[src/rtl/rmsi_pkg.sv]
// Shared constants and types for the running median sorted-insert block.
package rmsi_pkg;

    localparam int CAPACITY = 64;
    localparam int DATA_W = 32;
    localparam int SUM_W = DATA_W + 1;
    localparam int CNT_W = $clog2(CAPACITY + 1);
    localparam int OUT_CNT_W = 7;

    typedef logic signed [DATA_W-1:0] data_t;
    typedef logic signed [SUM_W-1:0] sum_t;
    typedef logic [CNT_W-1:0] cnt_t;

    typedef struct packed {
        logic  shift_en;
        data_t sample;
        cnt_t  count;
    } ins_ctrl_t;

endpackage

[src/rtl/rmsi_cell.sv]
// One storage cell of the sorted insertion chain.
module rmsi_cell (
    input  logic                clk,
    input  rmsi_pkg::ins_ctrl_t ctrl,
    input  rmsi_pkg::cnt_t      idx,
    input  rmsi_pkg::data_t     prev_val,
    input  logic                prev_lt,
    output rmsi_pkg::data_t     val,
    output logic                lt
);

    rmsi_pkg::data_t val_reg;
    rmsi_pkg::data_t val_next;

    // A cell holds a value below the sample only if it is occupied.
    assign lt = (idx < ctrl.count) && (val_reg < ctrl.sample);
    assign val = val_reg;

    always_comb
    begin
        val_next = val_reg;
        if (ctrl.shift_en && !lt)
        begin
            if (prev_lt)
            begin
                val_next = ctrl.sample;
            end
            else
            begin
                val_next = prev_val;
            end
        end
    end

    always_ff @(posedge clk)
    begin
        val_reg <= val_next;
    end

endmodule

[config.mk]
export PLATFORM = sky130hd
export DESIGN_NAME = rmsi_cell
export DESIGN_NICKNAME = d
export VERILOG_FILES = /design/src/rtl/rmsi_pkg.sv /design/src/rtl/rmsi_cell.sv
export SDC_FILE = /design/constraint.sdc
export NUM_CORES = 1
export LEC_CHECK = 0
export CAP_MARGIN = 5
export CELL_PAD_IN_SITES_DETAIL_PLACEMENT = 0
export CELL_PAD_IN_SITES_GLOBAL_PLACEMENT = 1
export CORE_MARGIN = 2
export CORE_UTILIZATION = 43
export DETAILED_ROUTE_END_ITERATION = 12
export DONT_BUFFER_PORTS = 1
export GPL_TIMING_DRIVEN = 0
export PLACE_DENSITY = 0.81
export SKIP_LAST_GASP = 1
export SYNTH_ARGS = -nofsm -noshare
export SYNTH_HDL_FRONTEND = slang
export SYNTH_SLANG_ARGS = --single-unit
export TNS_END_PERCENT = 10
[constraint.sdc]
create_clock -name clk -period 4.1 [get_ports clk]
set_clock_uncertainty 0.15 [all_clocks]
set_input_delay 0.82 -clock clk [delete_from_list [all_inputs] [get_ports clk]]
set_output_delay 0.82 -clock clk [all_outputs]
set_load 0.03 [all_outputs]
After elaboration in Yosys (flattened, before gate mapping)
Cells that the tools add are included.
{ "classes": {"muxes": 1, "n_reduce_logical": 3, "order_cmp": 2} }
{ "op_table": {"columns": ["cell", "n"], "rows": [
  ["$lt 32x32->1", 1],
  ["$mux 32", 1],
  ["$lt 7x7->1", 1],
  ["$logic_and 1x1->1", 2],
  ["$logic_not 1->1", 1]
]} }
{ "word_totals": {"register_bits": 32, "word_cells": 7} }

Depth between registers and ports, before layout
Gate-level depths: netlist (run 1).
{ "logic_depth": {"depth_word": 4, "ltp_mapped": 8, "ltp_nobuf": 8} }

Worst setup path before layout (run 1)
No wires, ideal clock.
{ "synth_path": {"path_kind": "input to register", "start": "in ctrl[14] (netlist name)", "end": "reg val_reg[0] (netlist: val[0]) (enable)", "t_required_ps": 3531, "setup_slack_ps": 139, "n_path_buf": 0, "cell_stages": 7, "setup_time_ps": 419, "arrival_ps": 3392, "cell_sequence": "inv_1 > ha_1 > nand4_1 > o311a_1 > o41ai_2 > a31oi_1 > a211oi_2"} }
{ "synth_via": {"elab_chain_len": 4} }
{ "synth_lines": {"columns": ["item", "line_no", "text"], "rows": [
  ["from (decl)", "rmsi_cell.sv:4", "input rmsi_pkg::ins_ctrl_t ctrl,"],
  ["$lt 32x32->1", "rmsi_cell.sv:16", "assign lt = (idx < ctrl.count) && (val_reg < ctrl.sample);"],
  ["$logic_and 1x1->1", "rmsi_cell.sv:16", null],
  ["$logic_not 1->1", "rmsi_cell.sv:22", "if (ctrl.shift_en && !lt)"],
  ["$logic_and 1x1->1", "rmsi_cell.sv:22", null],
  ["to (signal assigned)", "rmsi_cell.sv:37", "val_reg <= val_next;"],
  ["to (decl)", "rmsi_cell.sv:12", "rmsi_pkg::data_t val_reg;"]
]} }
No other way between the ends.
A chain may end at the register's enable or synchronous reset.

Worst setup path in the final report (run 1)
{ "layout_path": {"start": "reg val_reg[2] (netlist: val[2])", "end": "out lt"} }
{ "layout_via": {"elab_chain_len": 2} }
{ "layout_lines": {"columns": ["item", "line_no", "text"], "rows": [
  ["$lt 32x32->1", "rmsi_cell.sv:16", null],
  ["$logic_and 1x1->1", "rmsi_cell.sv:16", null],
  ["to (decl)", "rmsi_cell.sv:9", "output logic lt"]
]} }
No other way between the ends.

==> results of run 1 <==
==> area by class of cell <==
| cell class | instances | area [µm²] | area share (%) |
|---|---|---|---|
| Sequential cell | 32 | 961 | 38.6 |
| Buffer | 4 | 15.0 | 0.603 |
| Multi-Input combinational cell | 129 | 1190 | 47.7 |
| Tap cell | 70 | 87.6 | 3.52 |
| Timing Repair Buffer | 1 | 15.0 | 0.603 |
| Inverter | 39 | 146 | 5.88 |
| Clock inverter | 2 | 7.51 | 0.302 |
| Clock buffer | 5 | 68.8 | 2.77 |
==> layer usage <==
layer | vias up | GRT usage [%] | share of wire (%)
met4 | 0 | 3.75 | 0.57
met3 | 4 | 5.88 | 11
met5 | - | 0 | 0
met2 | 72 | 26.3 | 50
li1 | 744 | - | -
met1 | 680 | 16.1 | 39
==> power by group <==
group	total [W]	leakage [nW]	internal [W]	switching, W
Clock	0.000219	0.0391	0.000112	0.000107
Sequential	0.000506	0.306	0.000413	0.0000934
Combinational	0.000190	0.748	0.0000854	0.000105
==> worst register-to-register path, cell delays in order (launching register included) <==
cell and delay [ns]:
edfxtp_1 0.54, ha_1 0.38, nand4_1 0.10, o311a_1 0.38, o41ai_2 0.36, a31oi_1 0.22, a211oi_4 0.75, buf_8 0.28
==> metrics by stage <==
step                      area (µm²)  utilization [%]  setup WS, ns  setup TNS [ns]
after floorplan                 2300                -         0.139               0
after global placement          2390             46.5        -0.763          -24.36
after detailed placement        2410             46.9         0.335               0
after CTS                       2490             48.4         0.504               0
after global routing            2490             48.4         0.410               0
final                           2490             48.4         0.544               0
==> cells by family (layout without fill, tap and decap cells) <==
family                     count (synthesis)  in the layout  share of synthesized area (%)
buffers and inverters                     43             51                           7.01
adders and majority gates                 37             37                           20.1
AOI/OAI and AO/OA                         34             34                           9.62
muxes                                     32             32                           15.7
DFF                                       32             32                           41.7
and+or+nand+nor                           26             26                           5.87
==> layout by cell type, fill, tap and decap left out, drive strengths merged, types with 3 or more instances in the layout <==
master and n:
inv 39, ha 37, mux2 32, edfxtp 32
a21oi 13, nand2 9, o21ai 7, nor2 6
clkbuf 6, a211oi 5, nand4 4, buf 4
nand2b 3
==> worst max-delay path by stage <==
stage	to	slack, ns	from
floorplan	val[0]	0.14	ctrl[14]
detailed placement	val[25]	0.33	ctrl[14]
global route	lt	0.41	val[31]
global placement	val[5]	-0.76	ctrl[14]
finish	lt	0.54	val[2]
CTS	lt	0.50	val[2]
==> run metrics, run 1 <==
outcome=complete, no violations; vias in the first global route=1566; Initial Utilization=44.8%; hold crit path type=in -> reg; Pre-antenna DRT Iters=2; # port buffers=0; Die X=roughly 77 µm; Post-DP HPWL=about 3600 µm; CP Class=reg -> out; clk root buf=clkbuf_8; FMAX=281 MHz; cell mode on critical path=a31oi_1; Top delay family on crit path=compound AO/OA/AOI/OAI gates; CP required=3.13 ns; Top FF cell, synth=edfxtp_1; Synth Area per Inst=about 11 µm²; std cell rows=26; largest net degree at the start of global routing=20; r2r worst-path depth=7; worst-case clock buffer depth=2; PD cells=between 300 and 400 nW/µm²; Hold Crit Start=prev_val[30]; max reg flops=32; die area=slightly below 6000 µm²; Synth area leaders=edfxtp_1 42%, ha_1 20%, mux2_2 16%, inv_1 6.4%, a21oi_1 2.8%; top-count cell post-synth=inv_1; Core Area=5140 µm²; peak supply drop=around 0.18 mV; drc violations=0; final hold violation count=0; worst stage delay on the critical path=roughly 0.53 ns; reg2reg start=val[7]; Hold Path Cell Cnt=1; Syn Std Cell Area=around 2300 µm²; Antenna Nets Post-Route=0; Die Y=77.2 µm; TritonCTS Buffers=5; antenna violations before repair=0; R2R Setup Slk=~0.65 ns; Setup crit start kind=flop; DR iter-0 viols=28; CP endpoint kind=output pin; Worst-Skew Late Latency=approximately 0.27 ns; Area Overhead vs Synth=8.10%; yosys warns=0; post-synth top area share=a little over two fifths; fin crit period=3.56 ns; Worst-Margin Slew=slightly above 0.8 ns; # resized after CTS=0; Rel. slew slack=a little under half; hold_buf cts=0; routed len/inst=15.5 µm; CP Max Fanout=2; H-tree levels=2; Ant. Diodes=0; fillers=508; Global Route Usage Sum=14.7%; hold endpoint=val[30]; first-pass GRT wire length=between 6000 and 7000 µm; Max-Cap Viols=0; GPL Wtd Cong=roughly 0.73; Final nets=330; cell taking the most area after synthesis=edfxtp_1; Final Non-Filler Cells=between 200 and 300; total number of vias=1500; EDFF count, synth=32; r2r endpoint=val[25]; Seq/Total Area, Yosys=about two fifths; most frequent cells after synthesis=39 x inv_1, 37 x ha_1, 32 x edfxtp_1, 32 x mux2_2, 13 x a21oi_1; FFs w/ async S/R, synth=0%; Reg clk slew, reported paths=0.06 ns; Clock Sinks=32; Worst Path Buf+Inv=0; IO Count=between 100 and 150; Final setup viols=0; Slew Limit Fails=0; Post-Synthesis Cells=roughly 200; share of cells above drive strength 1=approximately a fifth; crit path DAT=around 2.6 ns; post-CTS setup buffers=0; syn_nets=~320; Yosys cell types=24; Crit. path cell count=7; CTS tree=built; RSZ-0062 raised after global routing=no; final hold slack=~0.61 ns; dpl cells=roughly 280; CP max-delay cell=edfxtp_1; P_leak=1.09 nW; flops & latches, synth=32; final WL=roughly 4400 µm; Remaining Overflow, GRT=0; crit-path cells=ha_1 -> a211o_1 -> a31oi_1 -> o311a_1 -> o41ai_2 -> a31oi_1 -> a21o_1; total power=between 0.0009 and 0.001 W; DR vias/cell=between 5 and 6; Final period util=roughly 87%
(Power assumes the default switching activity.)
==> run 2, diff against run 1 <==
--- a/config.mk
+++ b/config.mk
@@ -10,6 +10,7 @@
 export CELL_PAD_IN_SITES_GLOBAL_PLACEMENT = 1
 export CORE_MARGIN = 2
 export CORE_UTILIZATION = 43
+export CTS_CLUSTER_DIAMETER = 100
 export DETAILED_ROUTE_END_ITERATION = 12
 export DONT_BUFFER_PORTS = 1
 export GPL_TIMING_DRIVEN = 0
==> constraint.sdc (replaced) <==
create_clock -name clk -period 3 [get_ports clk]
set_clock_uncertainty 0.15 [all_clocks]
set_input_delay 0.6 -clock clk [delete_from_list [all_inputs] [get_ports clk]]
set_output_delay 0.6 -clock clk [all_outputs]
set_load 0.03 [all_outputs]
==> run metrics, run 2 (synthesis results as in run 1) <==
outcome=finished with violations; violated checks=negative setup slack; hold crit path type=in -> reg; Core Area=5140 µm² (unchanged); r2r endpoint=val[10]; Initial Utilization=44.8% (unchanged); routed len/inst=16.5 µm (+6.4%); # port buffers=0 (unchanged); TritonCTS Buffers=5 (unchanged); die area=5960 µm² (unchanged); R2R Setup Slk=-0.06 ns (-0.71 ns); Ant. Diodes=0 (unchanged); CP max-delay cell=edfxtp_1; clk root buf=clkbuf_8; CP endpoint kind=output pin; share of cells above drive strength 1=26.5% (+6.2 points); Final period util=106%; Worst Path Buf+Inv=0 (unchanged); crit path DAT=2.43 ns (-0.16 ns); Die Y=77.2 µm (unchanged); CP Class=reg -> out; Final nets=340 (+3.0%); Worst-Skew Late Latency=0.28 ns (about the same); total number of vias=1521 (+1.4%); Antenna Nets Post-Route=0 (unchanged); max reg flops=32 (unchanged); Hold Crit Start=prev_val[5]; Rel. slew slack=58.6% (+14 points); most frequent cells in the layout=38 x inv_1, 34 x ha_1, 32 x mux2_2, 32 x edfxtp_1, 13 x a21oi_1; fillers=503 (-0.98%); final hold slack=0.385 ns (-0.227 ns); GPL Wtd Cong=0.703 (-3.6%); IO Count=114 (unchanged); first-pass GRT wire length=7830 µm (+13%); Hold Path Cell Cnt=1 (unchanged); Top delay family on crit path=simple AND/OR/NAND/NOR gates; cell area after placement=2460 µm² (+2.0%); largest net degree at the start of global routing=11 (-45%); Pre-antenna DRT Iters=4 (+2); Slew Limit Fails=0 (unchanged); FMAX=315 MHz; final hold violation count=0 (unchanged); Clock Sinks=32 (unchanged); final WL=4820 µm (+11%); fin crit period=3.18 ns; CP Max Fanout=3 (+1); Remaining Overflow, GRT=0 (unchanged); Final Cell Area=2720 µm² (+9.1%); Global Route Usage Sum=17.3% (+2.6 points); Final setup viols=33 (+33); worst setup margin=-0.179 ns (-0.723 ns); r2r worst-path depth=10 (+3); drc violations=0 (unchanged); Setup crit start kind=flop; RSZ-0062 raised after global routing=yes; Reg clk slew, reported paths=0.07 ns (about the same); hold endpoint=val[5]; vias in the first global route=1673 (+6.8%); PD cells=502 nW/µm² (+36%); peak supply drop=0.281 mV (+52%); Max-Cap Viols=0 (unchanged); worst-case clock buffer depth=2 (unchanged); DR vias/cell=5.19 (-2.4%); CTS tree=built; worst stage delay on the critical path=0.57 ns (+0.04 ns); DR iter-0 viols=30 (+7.1%); multi-input logic area=1260 µm² (+6.5%); register area=961 µm² (unchanged); total power=0.00136 W (+49%); crit-path cells=ha_4 -> nand4_1 -> nor4_4 -> nand2_1 -> o211ai_1 -> nor3b_4 -> a21o_4; most common cell after layout, fill and taps aside=inv_1; Die X=77.2 µm (unchanged); Post-DP HPWL=3940 µm (+8.5%); antenna violations before repair=0 (unchanged); std cell rows=26 (unchanged); Post-Place Worst Slack=-0.363 ns (-0.697 ns); CP required=2.25 ns (-0.88 ns); hold_buf cts=0 (unchanged); Area Overhead vs Synth=17.9%; H-tree levels=2 (unchanged); P_leak=1.19 nW (+8.9%); reg2reg start=val[2]; Worst-Margin Slew=0.621 ns (-0.201 ns)
-- run 2: changes by cell type in the layout (fill, tap and decap cells not counted), sizes merged --
| cell | delta |
|---|---|
| clkbuf | +3 |
| clkinv | -1 |
| buf | +9 |
-- run 2: layout make-up --
type | instances | area share, %
clock buffers | 7 | 2.81
well taps | 70 | 3.23
plain buffers | 4 | 0.553
repair buffers | 11 | 5.81
clock inverters | 1 | 0.138
multi-input cells | 129 | 46.6
flip-flops and latches | 32 | 35.4
inverters | 39 | 5.48
-- run 2: power breakdown --
group	total, W	internal [W]	switching, W
Sequential	0.000694	0.000564	0.000130
Combinational	0.000352	0.000182	0.000171
Clock	0.000315	0.000161	0.000154
Total	0.00136	0.000907	0.000455
-- run 2: what timing repair did --
action                     CTS  global route
gates cloned                 1             0
pin swaps                    4             3
setup endpoints to repair   33            33
setup buffers                5             3
gates resized for setup      7             3
-- run 2: worst max path at each step --
stage | cells after the start | start | slack (ns) | endpoint
6_report | 7 | val[30] | -0.18 | lt
4_1_cts | 7 | val[2] | -0.22 | lt
5_1_grt | 7 | val[29] | -0.30 | lt
2_1_floorplan | 7 | val[2] | -0.27 | val[0]
3_3_place_gp | 7 | val[2] | -0.87 | val[5]
3_5_place_dp | 9 | val[2] | -0.36 | val[5]
-- run 2: per-stage QoR --
step	utilization (%)	setup TNS (ns)	std cells
2_1_floorplan	-	-8.55	204
3_3_place_gp	47.1	-27.85	274
3_5_place_dp	47.9	-7.31	276
4_1_cts	52.3	-3.05	290
5_1_grt	52.8	-5.27	293
6_report	52.8	-1.55	293
-- run 2: metal layers --
| metal | part of all wire (%) | vias up | track usage [%] | wire length [µm] |
|---|---|---|---|---|
| li1 | - | 766 | - | - |
| met1 | 38 | 683 | 18.7 | 1850 |
| met2 | 51 | 66 | 29.9 | 2450 |
| met3 | 9.1 | 6 | 7.29 | 441 |
| met4 | 1.5 | 0 | 6.61 | 73 |
| met5 | 0 | - | 0 | 0 |
